### src/hdl/ltc_pkg.sv
// shared types and constants of the line export tab compressor
package ltc_pkg;

  localparam int CHAR_W       = 8;
  localparam int REP_W        = 13;
  localparam int TDATA_W      = 40;
  localparam int MAX_COLS_DEF = 4096;
  localparam int QUEUE_DEPTH  = 4;
  localparam int NUM_RUNS     = 4;

  localparam logic [CHAR_W-1:0] CH_TAB     = 8'd9;
  localparam logic [CHAR_W-1:0] CH_NL      = 8'd10;
  localparam logic [CHAR_W-1:0] CH_SPACE   = 8'd32;
  localparam logic [CHAR_W-1:0] ESC_MASK   = 8'h1f;
  localparam logic [CHAR_W-1:0] ESC_RESET  = 8'd92;

  // run slots in emit order
  localparam int RUN_TAB   = 0;
  localparam int RUN_SPACE = 1;
  localparam int RUN_CHAR  = 2;
  localparam int RUN_NL    = 3;

  typedef struct packed {
    logic [NUM_RUNS-1:0] run_en;
    logic [REP_W-1:0]    tab_rep;
    logic [REP_W-1:0]    sp_rep;
    logic [CHAR_W-1:0]   ch;
    logic [REP_W-1:0]    line_len;
    logic                ovf;
  } cmd_t;

endpackage

### src/hdl/ltc_front.sv
// front end: escape decoding, column tracking and run planning per character
module ltc_front
  import ltc_pkg::*;
#(
  parameter int MAX_COLS = MAX_COLS_DEF
) (
  input  logic              clk,
  input  logic              rst,
  input  logic              in_valid,
  input  logic              in_ready,
  input  logic [CHAR_W-1:0] in_char,
  input  logic              line_end,
  input  logic              cfg_we,
  input  logic [CHAR_W-1:0] cfg_data,
  output logic              push,
  output cmd_t              cmd
);

  localparam int COL_W = $clog2(MAX_COLS) + 1;
  localparam logic [COL_W-1:0] COL_LIMIT = COL_W'(MAX_COLS);
  localparam logic [COL_W-1:0] TAB_MASK  = {{(COL_W-3){1'b1}}, 3'b000};

  logic [CHAR_W-1:0] esc_code;
  logic [COL_W-1:0]  pos, pos_next;
  logic [COL_W-1:0]  noc, noc_next;
  logic [COL_W-1:0]  emitted, emitted_next;
  logic              esc_pend, esc_pend_next;
  logic              skip, skip_next;
  logic              col_ovf, col_ovf_next;

  logic              take;
  logic              do_nl;
  logic [CHAR_W-1:0] tc;
  logic [COL_W-1:0]  tabs;
  logic [COL_W-1:0]  base;
  logic [COL_W-1:0]  spaces;
  logic              acc;

  assign acc = in_valid && in_ready;

  always_comb begin
    pos_next      = pos;
    noc_next      = noc;
    emitted_next  = emitted;
    esc_pend_next = esc_pend;
    skip_next     = skip;
    col_ovf_next  = col_ovf;
    take          = 1'b0;
    do_nl         = 1'b0;
    tc            = in_char;
    tabs          = '0;
    base          = noc;
    spaces        = '0;
    cmd           = '0;

    // decode the item
    if (line_end) begin
      if (skip) begin
        skip_next = 1'b0;
      end else begin
        take  = esc_pend;
        tc    = esc_code;
        do_nl = 1'b1;
      end
    end else if (!skip) begin
      if (esc_pend) begin
        esc_pend_next = 1'b0;
        if (in_char == CH_NL) begin
          take      = 1'b1;
          tc        = esc_code;
          do_nl     = 1'b1;
          skip_next = 1'b1;
        end else begin
          take = 1'b1;
          tc   = (in_char == esc_code) ? in_char : (in_char & ESC_MASK);
        end
      end else if (in_char == CH_NL) begin
        do_nl     = 1'b1;
        skip_next = 1'b1;
      end else if (in_char == esc_code) begin
        esc_pend_next = 1'b1;
      end else begin
        take = 1'b1;
      end
    end

    // place the character
    if (take) begin
      if (pos >= COL_LIMIT) begin
        col_ovf_next = 1'b1;
      end else begin
        pos_next = pos + COL_W'(1);
        if (tc != CH_SPACE) begin
          if (noc == '0) begin
            tabs = pos >> 3;
            base = pos & TAB_MASK;
          end
          spaces = pos - base;
          cmd.run_en[RUN_TAB]   = (tabs != '0);
          cmd.tab_rep           = REP_W'(tabs);
          cmd.run_en[RUN_SPACE] = (spaces != '0);
          cmd.sp_rep            = REP_W'(spaces);
          cmd.run_en[RUN_CHAR]  = 1'b1;
          cmd.ch                = tc;
          noc_next              = pos + COL_W'(1);
          emitted_next          = emitted + tabs + spaces + COL_W'(1);
        end
      end
    end

    // close the line
    if (line_end || do_nl) begin
      if (do_nl) begin
        cmd.run_en[RUN_NL] = 1'b1;
        cmd.line_len       = REP_W'(emitted_next + COL_W'(1));
        cmd.ovf            = col_ovf_next;
      end
      pos_next      = '0;
      noc_next      = '0;
      emitted_next  = '0;
      esc_pend_next = 1'b0;
      col_ovf_next  = 1'b0;
    end
  end

  assign push = acc && (cmd.run_en != '0);

  always_ff @(posedge clk) begin
    if (rst) begin
      esc_code <= ESC_RESET;
      pos      <= '0;
      noc      <= '0;
      emitted  <= '0;
      esc_pend <= 1'b0;
      skip     <= 1'b0;
      col_ovf  <= 1'b0;
    end else begin
      if (cfg_we) begin
        esc_code <= cfg_data;
      end
      if (acc) begin
        pos      <= pos_next;
        noc      <= noc_next;
        emitted  <= emitted_next;
        esc_pend <= esc_pend_next;
        skip     <= skip_next;
        col_ovf  <= col_ovf_next;
      end
    end
  end

endmodule

### src/hdl/ltc_queue.sv
// short command queue between front and back end
module ltc_queue
  import ltc_pkg::*;
(
  input  logic clk,
  input  logic rst,
  input  logic push,
  input  cmd_t push_cmd,
  input  logic pop,
  output logic full,
  output logic head_valid,
  output cmd_t head
);

  localparam int PTR_W = $clog2(QUEUE_DEPTH);

  cmd_t             mem [QUEUE_DEPTH];
  logic [PTR_W-1:0] wr_ptr;
  logic [PTR_W-1:0] rd_ptr;
  logic [PTR_W:0]   count;

  assign full       = (count == (PTR_W+1)'(QUEUE_DEPTH));
  assign head_valid = (count != '0);
  assign head       = mem[rd_ptr];

  always_ff @(posedge clk) begin
    if (push) begin
      mem[wr_ptr] <= push_cmd;
    end
  end

  always_ff @(posedge clk) begin
    if (rst) begin
      wr_ptr <= '0;
      rd_ptr <= '0;
      count  <= '0;
    end else begin
      if (push) begin
        wr_ptr <= wr_ptr + PTR_W'(1);
      end
      if (pop) begin
        rd_ptr <= rd_ptr + PTR_W'(1);
      end
      if (push && !pop) begin
        count <= count + (PTR_W+1)'(1);
      end else if (pop && !push) begin
        count <= count - (PTR_W+1)'(1);
      end
    end
  end

endmodule

### src/hdl/ltc_back.sv
// back end: expands one command into its runs, one output beat per cycle while the output is not stalled
module ltc_back
  import ltc_pkg::*;
(
  input  logic               clk,
  input  logic               rst,
  input  logic               head_valid,
  input  cmd_t               head,
  output logic               pop,
  output logic               out_valid,
  input  logic               out_ready,
  output logic [CHAR_W-1:0]  out_char,
  output logic [REP_W-1:0]   repeat_res,
  output logic [REP_W-1:0]   line_length,
  output logic               overflow,
  output logic               last
);

  logic [NUM_RUNS-1:0] sent;
  logic [NUM_RUNS-1:0] remain;
  logic [NUM_RUNS-1:0] sel;
  logic                sel_last;
  logic                emit;
  logic [CHAR_W-1:0]   ch_sel;
  logic [REP_W-1:0]    rep_sel;

  assign remain   = head.run_en & ~sent;
  assign sel      = remain & (~remain + NUM_RUNS'(1));
  assign sel_last = ((remain & ~sel) == '0);
  assign emit     = head_valid && (!out_valid || out_ready);
  assign pop      = emit && sel_last;

  always_comb begin
    ch_sel  = head.ch;
    rep_sel = REP_W'(1);
    if (sel[RUN_TAB]) begin
      ch_sel  = CH_TAB;
      rep_sel = head.tab_rep;
    end else if (sel[RUN_SPACE]) begin
      ch_sel  = CH_SPACE;
      rep_sel = head.sp_rep;
    end else if (sel[RUN_NL]) begin
      ch_sel  = CH_NL;
    end
  end

  always_ff @(posedge clk) begin
    if (rst) begin
      sent      <= '0;
      out_valid <= 1'b0;
    end else begin
      if (emit) begin
        out_valid <= 1'b1;
        sent      <= sel_last ? '0 : (sent | sel);
      end else if (out_ready) begin
        out_valid <= 1'b0;
      end
    end
  end

  always_ff @(posedge clk) begin
    if (emit) begin
      out_char    <= ch_sel;
      repeat_res  <= rep_sel;
      line_length <= sel[RUN_NL] ? head.line_len : '0;
      overflow    <= sel[RUN_NL] ? head.ovf : 1'b0;
      last        <= sel_last;
    end
  end

endmodule

### src/hdl/line_export_tab_compressor.sv
// top level of the line export tab compressor
// an accepted item that makes a command writes it into the command queue at once; its runs
// then leave through the output register, one run per cycle while m_tready holds (one to four runs)
// input side takes one beat per cycle while the four-entry command queue has room;
// sustained rate is bounded by the back end emitting one run per cycle
// reset clears the line state, the queue and the output, and sets the escape code to 92
module line_export_tab_compressor
  import ltc_pkg::*;
#(
  parameter int MAX_COLS = MAX_COLS_DEF
) (
  input  logic               clk,
  input  logic               rst,
  input  logic               s_tvalid,
  output logic               s_tready,
  input  logic [7:0]         s_tdata,   // in_char
  input  logic               s_tlast,   // line_end
  output logic               m_tvalid,
  input  logic               m_tready,
  output logic [TDATA_W-1:0] m_tdata,   // out_char, repeat_res, line_length, zero pad
  output logic               m_tuser,   // overflow
  output logic               m_tlast,   // last
  input  logic               cfg_valid,
  output logic               cfg_ready,
  input  logic [7:0]         cfg_data
);

  logic              push;
  cmd_t              push_cmd;
  logic              full;
  logic              head_valid;
  cmd_t              head;
  logic              pop;
  logic [CHAR_W-1:0] out_char;
  logic [REP_W-1:0]  repeat_res;
  logic [REP_W-1:0]  line_length;

  assign cfg_ready = 1'b1;
  assign s_tready  = !full;
  assign m_tdata   = {(TDATA_W - CHAR_W - 2*REP_W)'(0), line_length, repeat_res, out_char};

  ltc_front #(
    .MAX_COLS (MAX_COLS)
  ) u_front (
    .clk      (clk),
    .rst      (rst),
    .in_valid (s_tvalid),
    .in_ready (s_tready),
    .in_char  (s_tdata),
    .line_end (s_tlast),
    .cfg_we   (cfg_valid && cfg_ready),
    .cfg_data (cfg_data),
    .push     (push),
    .cmd      (push_cmd)
  );

  ltc_queue u_queue (
    .clk        (clk),
    .rst        (rst),
    .push       (push),
    .push_cmd   (push_cmd),
    .pop        (pop),
    .full       (full),
    .head_valid (head_valid),
    .head       (head)
  );

  ltc_back u_back (
    .clk         (clk),
    .rst         (rst),
    .head_valid  (head_valid),
    .head        (head),
    .pop         (pop),
    .out_valid   (m_tvalid),
    .out_ready   (m_tready),
    .out_char    (out_char),
    .repeat_res  (repeat_res),
    .line_length (line_length),
    .overflow    (m_tuser),
    .last        (m_tlast)
  );

endmodule

### config.mk
export PLATFORM = sky130hd
export DESIGN_NAME = line_export_tab_compressor
export DESIGN_NICKNAME = d
export VERILOG_FILES = /design/src/hdl/ltc_pkg.sv /design/src/hdl/ltc_front.sv /design/src/hdl/ltc_queue.sv /design/src/hdl/ltc_back.sv /design/src/hdl/line_export_tab_compressor.sv
export SDC_FILE = /design/constraint.sdc
export NUM_CORES = 1
export LEC_CHECK = 0
export BUFFER_PORTS_ARGS = -buffer_cell sky130_fd_sc_hd__buf_4
export CAP_MARGIN = 10
export CELL_PAD_IN_SITES_DETAIL_PLACEMENT = 0
export CELL_PAD_IN_SITES_GLOBAL_PLACEMENT = 2
export CORE_UTILIZATION = 30
export DETAILED_ROUTE_END_ITERATION = 16
export PLACE_DENSITY_LB_ADDON = 0.1
export SETUP_SLACK_MARGIN = 0.15
export SLEW_MARGIN = 5
export SYNTH_ARGS = -nofsm -noshare
export SYNTH_HDL_FRONTEND = slang
export SYNTH_SLANG_ARGS = --single-unit
export TNS_END_PERCENT = 1
### constraint.sdc
create_clock -name clk -period 6 [get_ports clk]
set_input_delay 1.8 -clock clk [delete_from_list [all_inputs] [get_ports clk]]
set_output_delay 1.8 -clock clk [all_outputs]
set_load 0.005 [all_outputs]
# After elaboration in Yosys (flattened, before gate mapping)
# Memory sizes are Yosys's and may differ from the RTL's. A register that Yosys moved wholly into a read port is not among the register bits.
# Cells that the tools add are included.
dict set report classes {
  n_addsub 11
  magnitude_cmp 1
  eq_ne 7
  mux 66
  bitwise 7
  n_reduce_logical 27
}
# operator count
set op_table {}
lappend op_table {{2-to-1 mux 13 bit} 20}
lappend op_table {{2-to-1 mux 37 bit} 3}
lappend op_table {{2-to-1 mux 8 bit} 6}
lappend op_table {{adder 13 x 1 -> 13 bit (second input constant)} 3}
lappend op_table {{2-to-1 mux 14 bit} 2}
lappend op_table {{2-to-1 mux 1 bit} 27}
lappend op_table {{adder 13 bit} 2}
lappend op_table {{nonzero test 13 bit} 2}
lappend op_table {{greater-or-equal comparator 13 bit (second input constant)} 1}
lappend op_table {{logical NOT 13 bit} 1}
lappend op_table {{subtractor 13 bit} 1}
lappend op_table {{bitwise AND 4 bit} 3}
lappend op_table {{2-to-1 mux 6 bit} 2}
lappend op_table {{inverter 4 bit} 3}
lappend op_table {{2-to-1 mux 10 bit} 1}
lappend op_table {{equality test 8 x 4 -> 1 bit (second input constant)} 1}
lappend op_table {{equality test 8 bit} 1}
lappend op_table {{inequality test 8 x 6 -> 1 bit (second input constant)} 1}
lappend op_table {{nonzero test 2 bit} 4}
lappend op_table {{logical AND 1 bit} 6}
lappend op_table {{2-to-1 mux 3 bit} 2}
lappend op_table {{AND reduction 3 bit} 2}
lappend op_table {{adder 2 x 1 -> 2 bit (second input constant)} 2}
lappend op_table {{adder 4 x 1 -> 4 bit (second input constant)} 1}
lappend op_table {{other kinds (16)} 22}
dict set report word_totals {
  regBits 98
  mem_bits_rw 208
  in_bits 22
  output_inout_bits 45
  wordCells 139
  mem_count 1
}
# name depth word_bits read_ports rd_ports_with_merged_regs write_ports line
set memory_table {}
lappend memory_table {u_queue.mem 4 52 1 1 1 ltc_queue.sv:17} ;# cmd_t mem [QUEUE_DEPTH];

# Longest topological paths before layout
# Gate-level depths: netlist of run 1.
dict set report logic_depth {
  word_depth 21
  depth_mapped 25
  ltp_nobuf 23
}

# Hierarchy
# Synthesis of run 1 repeated with hierarchy kept, for this count alone.
dict set report unflattened {
  cells_unflattened 1073
  area_unflattened_um2 14538.9
}
# mod instances cells_per_inst area_per_inst_um2 seq_area_each_um2
set modules_own_cells {}
lappend modules_own_cells {ltc_queue 1 316 7995.2 6426.2}
lappend modules_own_cells {ltc_front 1 630 4777.1 1001.0}
lappend modules_own_cells {ltc_back 1 117 1702.9 1181.1}
lappend modules_own_cells {line_export_tab_compressor 1 10 63.8 0.0}

# Least setup slack after synthesis of run 1
# Ideal clock, no wire load.
dict set report synth_timing {
  path_kind {register to register}
  startpoint {reg u_front.noc[3]}
  endpoint {mem u_queue.mem[0][13] (netlist bit), data pin}
  setup_time_ns 0.266
  arrival_time_ns 5.173
  required_ns 5.734
  slack_ns 0.560
  path_stages_with_launch 22
  path_buffers 1
  synth_period_minus_slack_ns 5.440
  cell_sequence {dfxtp_1 nor4_1 nand3_1 nor2_1 clkbuf_1 a21oi_1 ha_1 o31ai_1 nand2b_1 a21oi_1 xor2_1 fa_1 inv_1 ha_1 or4b_2 o311ai_0 and2_1 and4b_1 mux2i_1 nor3_1 a31oi_1 mux2_2}
}
# element line
set synth_lines {}
lappend synth_lines {{from (decl)} ltc_front.sv:25} ;# logic [COL_W-1:0] noc, noc_next;
lappend synth_lines {{from (signal assigned)} ltc_front.sv:143} ;# noc <= noc_next;
lappend synth_lines {{to (decl)} ltc_queue.sv:17}

==> results of run 1 <==
## how the worst max path moves through the flow
| stage | start | endpoint | slack [ns] | cells past startpoint |
|---|---|---|---|---|
| 5_1_grt | u_front.noc[1] | u_queue.mem[0][13] | 0.15 | 21 |
| 4_1_cts | u_front.noc[3] | u_queue.mem[1][13] | 0.20 | 23 |
| 6_report | u_front.noc[0] | u_queue.mem[1][13] | 0.58 | 23 |
| 2_1_floorplan | u_front.noc[3] | u_queue.mem[0][13] | 0.56 | 21 |
| 3_5_place_dp | u_front.noc[7] | u_queue.mem[3][13] | 0.06 | 23 |
| 3_3_place_gp | u_front.noc[7] | u_queue.mem[0][13] | -0.05 | 23 |
## power breakdown
| group | switching, W | internal (W) | total [W] | leakage [nW] |
|---|---|---|---|---|
| Sequential | 0.000128 | 0.00256 | 0.00269 | 2.69 |
| Clock | 0.000861 | 0.00120 | 0.00206 | 0.546 |
| Combinational | 0.000748 | 0.000643 | 0.00139 | 2.67 |
| Total | 0.00174 | 0.00441 | 0.00615 | 5.91 |
## critical path: stages, from the launching register on
cell and delay [ns]:
dfxtp_1 0.35, nor4_4 0.31, nand3_1 0.12, nor2_2 0.15, buf_6 0.11, buf_4 0.18, a21oi_1 0.10, ha_1 0.38
a21oi_1 0.08, a21oi_1 0.24, a21oi_1 0.12, xor2_1 0.18, fa_1 0.52, inv_1 0.04, ha_1 0.37, and2_1 0.19
o21a_1 0.18, a31oi_2 0.18, a21oi_1 0.12, xnor3_1 0.23, xnor2_2 0.26, nor2_1 0.11, xnor2_1 0.24, mux2_2 0.39
## registers in the layout (all words and copies together), names as in the netlist, named ones only
register            cells
u_front.pos            13
u_back.last             1
u_queue.rd_ptr          2
u_front.noc            13
u_back.sent             4
u_back.overflow         1
u_back.repeat_res      13
u_back.out_valid        1
u_queue.count           3
u_front.esc_code        8
u_front.skip            1
u_queue.wr_ptr          2
u_back.line_length     13
u_queue.mem           196
u_back.out_char         8
u_front.esc_pend        1
u_front.col_ovf         1
u_front.emitted        13
## repair_timing
action	in CTS	in global routing
pin swaps	0	2
setup endpoints to repair	4	16
setup buffers	0	3
hold buffers	0	0
resized for setup	3	12
## through the flow
stage	area (µm²)	util	cells	worst slack (ns)	hold slack (ns)
after floorplan	14000	-	1089	0.560	0.437
after global placement	15300	0.336	1727	-0.0499	0.453
after detailed placement	15300	0.336	1727	0.0584	0.461
after CTS	16400	0.360	1792	0.202	0.469
after global routing	16500	0.362	1795	0.148	0.501
final	16500	0.362	1795	0.581	0.475
## synthesized netlist by cell type, drive strengths merged, types with 9 or more instances
master and number:
nor2b 28, a22o 9, ha 35, nor2 109, and3 22, xor2 30
and2 10, nand3 22, xnor2 20, dfxtp 64, edfxtp 232, a211oi 9
clkbuf 39, mux2i 15, nor3 23, nand2 61, a31oi 10, inv 56
fa 12, buf 23, a21oi 65, o21ai 25, nand2b 12, mux4 47
a22oi 15
## logic make-up after synthesis
group           after synthesis
fa+ha+maj                    48
compound gates              173
buf+inv                     118
other cells                   2
mux                          68
simple gates                324
xor+xnor                     51
flops                       296
## cell type report
class	count	area [µm²]	area share
flip-flops and latches	296	8250	0.500
well taps	600	751	0.0454
repair buffers	103	877	0.0531
clock inverters	20	138	0.00833
inverters	56	210	0.0127
multi-input cells	675	5310	0.322
clock buffers	45	976	0.0591
## per-layer routing
metal	wire length, µm	part of all wire	global-route usage
met1	17900	0.49	0.225
met2	16700	0.46	0.255
met3	1030	0.028	0.0229
met4	667	0.018	0.0462
met5	0	0	0
==> results_dict.tcl, run 1 <==
set metrics [dict create \
    synth_area_leaders "edfxtp_1, dfxtp_1, mux4_2, ha_1, nor2_1" \
    final_max_slew_viol_count 0 \
    cts-buffers-inserted 36 \
    placementRows 78 \
    netlist-cell-type-count 74 \
    skew_ns 0.0185 \
    worstHoldStart "u_back.sent[1]" \
    grt-ovfl-total 0 \
    setup_viol 0 \
    vias 8629 \
    grt_max_degree 62 \
    netlist.area_leader.share 0.500 \
    rsz0062_at_grt "no" \
    synth-main-ff-cell "edfxtp_1" \
    worstSetupEndpointType "flop" \
    grt_pass1_wl_um 56800 \
    syn2layout_area_growth_pct 18.5 \
    gp_congestion 0.740 \
    fin_tns_setup_ns 0 \
    synthAdderAreaFrac 0.0494 \
    clkTransAtPathRegs_ns 0.06 \
    drt_iter0_markers 442 \
    io_buffers 59 \
    status "completed" \
    syn_area_mm2 0.0139 \
    crit_type "flop to flop" \
    yosys.area_share.xor_xnor 0.0330 \
    layout_commonest_cell "edfxtp_1" \
    die_x_um 218 \
    worst_slew_pin_slew_ns 0.769 \
    r2r_slack_ns 0.58 \
    cts_tree "done" \
    synthSimpleGateAreaFrac 0.114 \
    r2r_start "u_front.noc[0]" \
    synth_compound_area_frac 0.0825 \
    ys_seq_elements 296 \
    synth-async-reset-ratio 0 \
    antenna_found_initial 0 \
    wl_per_cell_um 20.2 \
    yosys.area.top_type "edfxtp_1" \
    post-route-period-util 0.903 \
    fmax_ghz 0.185 \
    grt_pass1_vias 9112 \
    critPathLaunchType "flop" \
    die_y_um 218 \
    nets 1237 \
    ff2ff_path_depth 23 \
    grt_use_total 0.160 \
    hold_class "flop to flop" \
    vias_per_cell 4.81 \
    netlist_instances 1080 \
    ctsRootBufferMaster "clkbuf_16" \
    nFillCells 4440 \
    clockBufferDepth 3 \
    yosysWarnings 0 \
    synth_seq_area_share 0.592 \
    core_area_mm2 0.0456 \
    synth_top_family_by_area "simple AND/OR/NAND/NOR gates" \
    power_density_mw_per_mm2 372 \
    synth.avg_cell_area_um2 12.9 \
    initial_core_util 0.306 \
    worst-path-max-fanout 14 \
    synth_edf_count 232 \
    required_ns 6.27 \
    clock-sinks 296 \
    diodes 0 \
    leakage_nw 5.91 \
    max_slew_margin 0.487 \
    cts_max_level 2 \
    report.power.total_w 0.00615 \
    hold_violations 0 \
    r2r_end "u_queue.mem[1][13]" \
    hold_depth 2 \
    drive_gt1_frac 0.204 \
    drc_errors 0 \
    period_minus_slack_ns 5.42 \
    dp_hpwl_um 25000 \
    synth.area.mux_share 0.0916 \
    io_pins 67 \
    clkLatencyLatePin_ns 0.55 \
    critical_path_arrival_ns 5.69 \
    die-area_mm2 0.0473 \
    drt-pass1-iter-count 4 \
    final_cell_mix "edfxtp_1, nor2_1, buf_4" \
    whs_endpoint "u_back.sent[1]" \
    ir_worst_vdd_v 0.000203 \
    ant_nets 0 \
    routed_wirelength_um 36300 \
    drv_cap 0 \
]
Power figures use the tool's default switching activity.
==> run 2, diff against run 1 <==
clock period = 5 ns   (was 6 ns; I/O delays follow)
==> results_dict.tcl, run 2 (same netlist as run 1, synthesis figures left out) <==
set metrics [dict create \
    hold_violations 0 \
    fin_tns_setup_ns 0 \
    grt_pass1_wl_um 57800 \
    grt_max_degree 62 \
    hold_buffers 0 \
    largest_reg_flops 196 \
    regMostFlops "u_queue.mem" \
    wl_per_cell_um 19.7 \
    critical_path_arrival_ns 5.17 \
    dp_slack_ns -0.211 \
    placed_cell_area_mm2 0.0161 \
    post-route-period-util 0.980 \
    worst-path-max-fanout 5 \
    worstSetupEndpointType "flop" \
    io_pins 67 \
    clock-sinks 296 \
    gp_congestion 0.750 \
    cts-buffers-inserted 36 \
    timing.final.ws_setup_ns 0.101 \
    clkLatencyLatePin_ns 0.54 \
    drive_gt1_frac 0.297 \
    diodes 0 \
    rsz0062_at_grt "yes" \
    worst_slew_pin_slew_ns 0.749 \
    io_buffers 59 \
    final_max_slew_viol_count 0 \
    antenna_found_initial 0 \
    die_x_um 218 \
    hold_ws_ns 0.467 \
    grt-ovfl-total 0 \
    setup_viol 0 \
    syn2layout_area_growth_pct 26.4 \
    crit_type "flop to flop" \
    core_area_mm2 0.0456 \
    skew_ns 0.0169 \
    cts_max_level 2 \
    ir_worst_vdd_v 0.000239 \
    critPathLaunchType "flop" \
    ant_nets 0 \
    ctsRootBufferMaster "clkbuf_16" \
    nets 1330 \
    clkTransAtPathRegs_ns 0.05 \
    vias_per_cell 4.75 \
    hold_class "flop to flop" \
    die-area_mm2 0.0473 \
    dp_hpwl_um 26000 \
    routed_wirelength_um 37200 \
    final_cell_mix "edfxtp_1, buf_4, nor2_1" \
    required_ns 5.27 \
    placementRows 78 \
    nFillCells 4358 \
    cts_tree "done" \
    status "completed" \
    die_y_um 218 \
    drc_errors 0 \
    initial_core_util 0.306 \
    max_slew_margin 0.501 \
    leakage_nw 6.45 \
    drt_iter0_markers 452 \
    post-route-cell-area_mm2 0.0176 \
    fmax_ghz 0.204 \
    drv_cap 0 \
    vias 8975 \
    report.power.total_w 0.00749 \
    period_minus_slack_ns 4.90 \
    drt-pass1-iter-count 4 \
    clockBufferDepth 3 \
    grt_pass1_vias 9398 \
    power_density_mw_per_mm2 425 \
    grt_use_total 0.163 \
    layout_commonest_cell "edfxtp_1" \
]
[run 2: worst max-delay path: stages, from the launching register on]
cell and delay, ns:
dfxtp_2 0.33, nor4_4 0.32, nand3_2 0.13, nor2_4 0.21
a21oi_2 0.10, ha_4 0.23, o21a_1 0.22, o31ai_4 0.10
nand2_2 0.13, fa_1 0.56, inv_2 0.05, ha_4 0.24
and3_4 0.17, a2111oi_4 0.28, buf_4 0.19, buf_4 0.11
a211oi_2 0.06, a211oi_2 0.22, and4b_1 0.22, mux2i_1 0.13
buf_4 0.16, nor3_4 0.04, and4_1 0.17, mux2_4 0.27
[run 2: worst paths after layout]
check | startpoint | endpoint | slack [ns] | cells past startpoint
max reg2reg | u_front.noc[5] | u_queue.mem[3][13] | 0.10 | 23
min | u_back.sent[2] | u_back.sent[2] | 0.47 | 2
max | u_front.noc[5] | u_queue.mem[3][13] | 0.10 | 23
min reg2reg | u_back.sent[2] | u_back.sent[2] | 0.47 | 2
[run 2: area by class of cell]
type                            instances  area [µm²]  share of cell area
Sequential cell                       296        8260               0.469
Inverter                               56         210              0.0119
Clock inverter                         15         129             0.00732
Clock buffer                           50         985              0.0559
Tap cell                              600         751              0.0426
Multi-Input combinational cell        675        5660               0.321
Timing Repair Buffer                  196        1630              0.0923
[run 2: layer usage]
metal  track usage  up-vias  share of wire
li1              -     4340              -
met5             0        -              0
met2         0.268      114           0.47
met4        0.0472        0          0.016
met3        0.0212       34          0.026
met1         0.225     4487           0.48
[run 2: through the flow]
step | std cells | utilization
after floorplan | 1089 | -
after global placement | 1808 | 0.353
after detailed placement | 1808 | 0.353
after CTS | 1882 | 0.383
after global routing | 1888 | 0.386
final | 1888 | 0.386
[run 2: report_power, final]
group / leakage (nW) / total, W / switching [W] / internal (W)
Clock: 0.544 / 0.00249 / 0.00101 / 0.00148
Combinational: 3.21 / 0.00178 / 0.000947 / 0.000833
Sequential: 2.69 / 0.00322 / 0.000141 / 0.00308
[run 2: timing repair]
action,4_1_cts,5_1_grt
buffers inserted,9,6
gates resized for setup,36,26
pin swaps,36,23
endpoints found under the setup margin,30,38
cloned,0,0
==> run 3, diff against run 2 <==
ABC_AREA = 0   (was not set)
REMOVE_ABC_BUFFERS = 1   (was not set)
clock period = 6.4 ns   (was 5 ns; I/O delays follow)
==> results_dict.tcl, run 3 (same netlist as run 1, synthesis figures left out) <==
set metrics [dict create \
    cts-buffers-inserted 35 \
    clkTransAtPathRegs_ns 0.06 \
    setup.worst_path.start "u_front.noc[7]" \
    ir_worst_vdd_v 0.000192 \
    initial_core_util 0.306 \
    gp_congestion 0.782 \
    clkLatencyLatePin_ns 0.55 \
    nets 1218 \
    syn2layout_area_growth_pct 16.0 \
    rsz0062_at_grt "no" \
    cts_tree "done" \
    crit_chain "nor4_1 > nand3_1 > nor2_1 > a21oi_1 > ha_1 > o31ai_1 > nand2b_1 > a21oi_1 > xor2_1 > fa_1 > inv_1 > ha_1 > or4b_2 > o311ai_0 > and2_1 > and4b_1 > mux2i_1 > nor3_1 > a31oi_1 > mux2_2" \
    worst_slew_pin_slew_ns 1.03 \
    clock-sinks 296 \
    crit_slowest_cell "or4b_2" \
    ant_nets 0 \
    io_pins 67 \
    hold_ws_ns 0.468 \
    hold_buffers 0 \
    r2r_start "u_front.noc[7]" \
    die-area_mm2 0.0473 \
    die_x_um 218 \
    post-route-period-util 0.916 \
    pwr-share-comb 0.232 \
    clockBufferDepth 3 \
    grt-ovfl-total 0 \
    critical_path_arrival_ns 6.14 \
    drv_cap 0 \
    vias 8568 \
    drt_iter0_markers 454 \
    skew_ns 0.0206 \
    crit_type "flop to flop" \
    grt_pass1_vias 8895 \
    status "completed" \
    cp_slowest_stage_delay_ns 0.67 \
    die_y_um 218 \
    regMostFlops "u_queue.mem" \
    pwr-share-clk 0.325 \
    grt_use_total 0.156 \
    final_cell_mix "edfxtp_1, nor2_1, buf_4" \
    drc_errors 0 \
    placed_cells 1712 \
    io_buffers 59 \
    worstHoldStart "u_back.sent[2]" \
    antenna_found_initial 0 \
    power.switching_w 0.00163 \
    ctsRootBufferMaster "clkbuf_16" \
    wl_per_cell_um 20.2 \
    largest_reg_flops 196 \
    period_minus_slack_ns 5.86 \
    grt_max_degree 62 \
    setup_viol 0 \
    p_sw_frac 0.289 \
    dp_hpwl_um 24300 \
    worst-path-max-fanout 5 \
    final_max_slew_viol_count 0 \
    vias_per_cell 4.82 \
    fin_tns_setup_ns 0 \
    hold_violations 0 \
    placementRows 78 \
    layout_commonest_cell "edfxtp_1" \
    instances_no_fill 1777 \
    leakage_nw 5.72 \
    routed_wirelength_um 35900 \
    critPathLaunchType "flop" \
    power.internal_w 0.00402 \
    power_density_mw_per_mm2 350 \
    core_area_mm2 0.0456 \
    grt_pass1_wl_um 55300 \
    cts_max_level 2 \
    p_seq_frac 0.443 \
    max_slew_margin 0.311 \
    drt-pass1-iter-count 5 \
    drive_gt1_frac 0.175 \
    worstSetupEndpointType "flop" \
    hold_class "flop to flop" \
    post_cts_buffers 0 \
    post_cts_resized 0 \
    fmax_ghz 0.171 \
    required_ns 6.67 \
]
-- run 3: cell count changes in the layout (fill, tap and decap cells not counted), moves of 5 or more --
cell,change
buf_4,-102
a21oi_1,+11
a21oi_2,-9
buf_12,-8
ha_1,+7
ha_4,-7
nor2_1,+5
-- run 3: final timing paths --
check / endpoint / slack (ns) / depth (start not counted)
hold / removal: u_back.sent[2] / 0.47 / 2
hold reg to reg: u_back.sent[2] / 0.47 / 2
setup reg to reg: u_queue.mem[2][13] / 0.54 / 20
setup / recovery: u_queue.mem[2][13] / 0.54 / 20
-- run 3: through the flow --
| step | total power, W | worst slack [ns] | area (µm²) | util |
|---|---|---|---|---|
| 2_1_floorplan | 0.00330 | 0.617 | 13700 | - |
| 3_3_place_gp | 0.00390 | 0.555 | 15100 | 0.332 |
| 3_5_place_dp | 0.00391 | 0.500 | 15100 | 0.332 |
| 4_1_cts | 0.00578 | 0.472 | 16200 | 0.355 |
| 5_1_grt | 0.00596 | 0.189 | 16200 | 0.355 |
| 6_report | 0.00565 | 0.536 | 16200 | 0.355 |
-- run 3: power by group through the flow --
stage | combinational (W) | sequential [W] | clock [W]
after floorplan | 0.000707 | 0.00260 | 0
after global placement | 0.00136 | 0.00254 | 0
after detailed placement | 0.00136 | 0.00255 | 0
after CTS | 0.00136 | 0.00251 | 0.00190
after global routing | 0.00145 | 0.00253 | 0.00198
final | 0.00131 | 0.00251 | 0.00184
-- run 3: cell type report --
class / instances / area (µm²)
Clock buffer: 49 / 950
Sequential cell: 296 / 8250
Tap cell: 600 / 751
Fill cell: 4500 / 29400
Multi-Input combinational cell: 675 / 5230
Antenna cell: 1 / 2.50
Timing Repair Buffer: 85 / 688
Inverter: 56 / 210
Clock inverter: 15 / 91.3
-- run 3: worst max-delay path, delay by kind of cell, from the launching register on --
kind | cells | cell delay, ns
buffers and inverters | 1 | 0.07
adders and majority gates | 3 | 0.96
xor gates and xnor gates | 1 | 0.28
DFF | 1 | 0.32
AOI/OAI and AO/OA | 5 | 1.17
and+or+nand+nor | 8 | 2.38
muxes | 2 | 0.42
-- run 3: per-layer routing --
layer | part of all wire | global-route usage | up-vias
li1 | - | - | 4112
met1 | 0.49 | 0.221 | 4315
met2 | 0.46 | 0.247 | 96
met3 | 0.026 | 0.0222 | 45
met4 | 0.020 | 0.0500 | 0
met5 | 0 | 0 | -
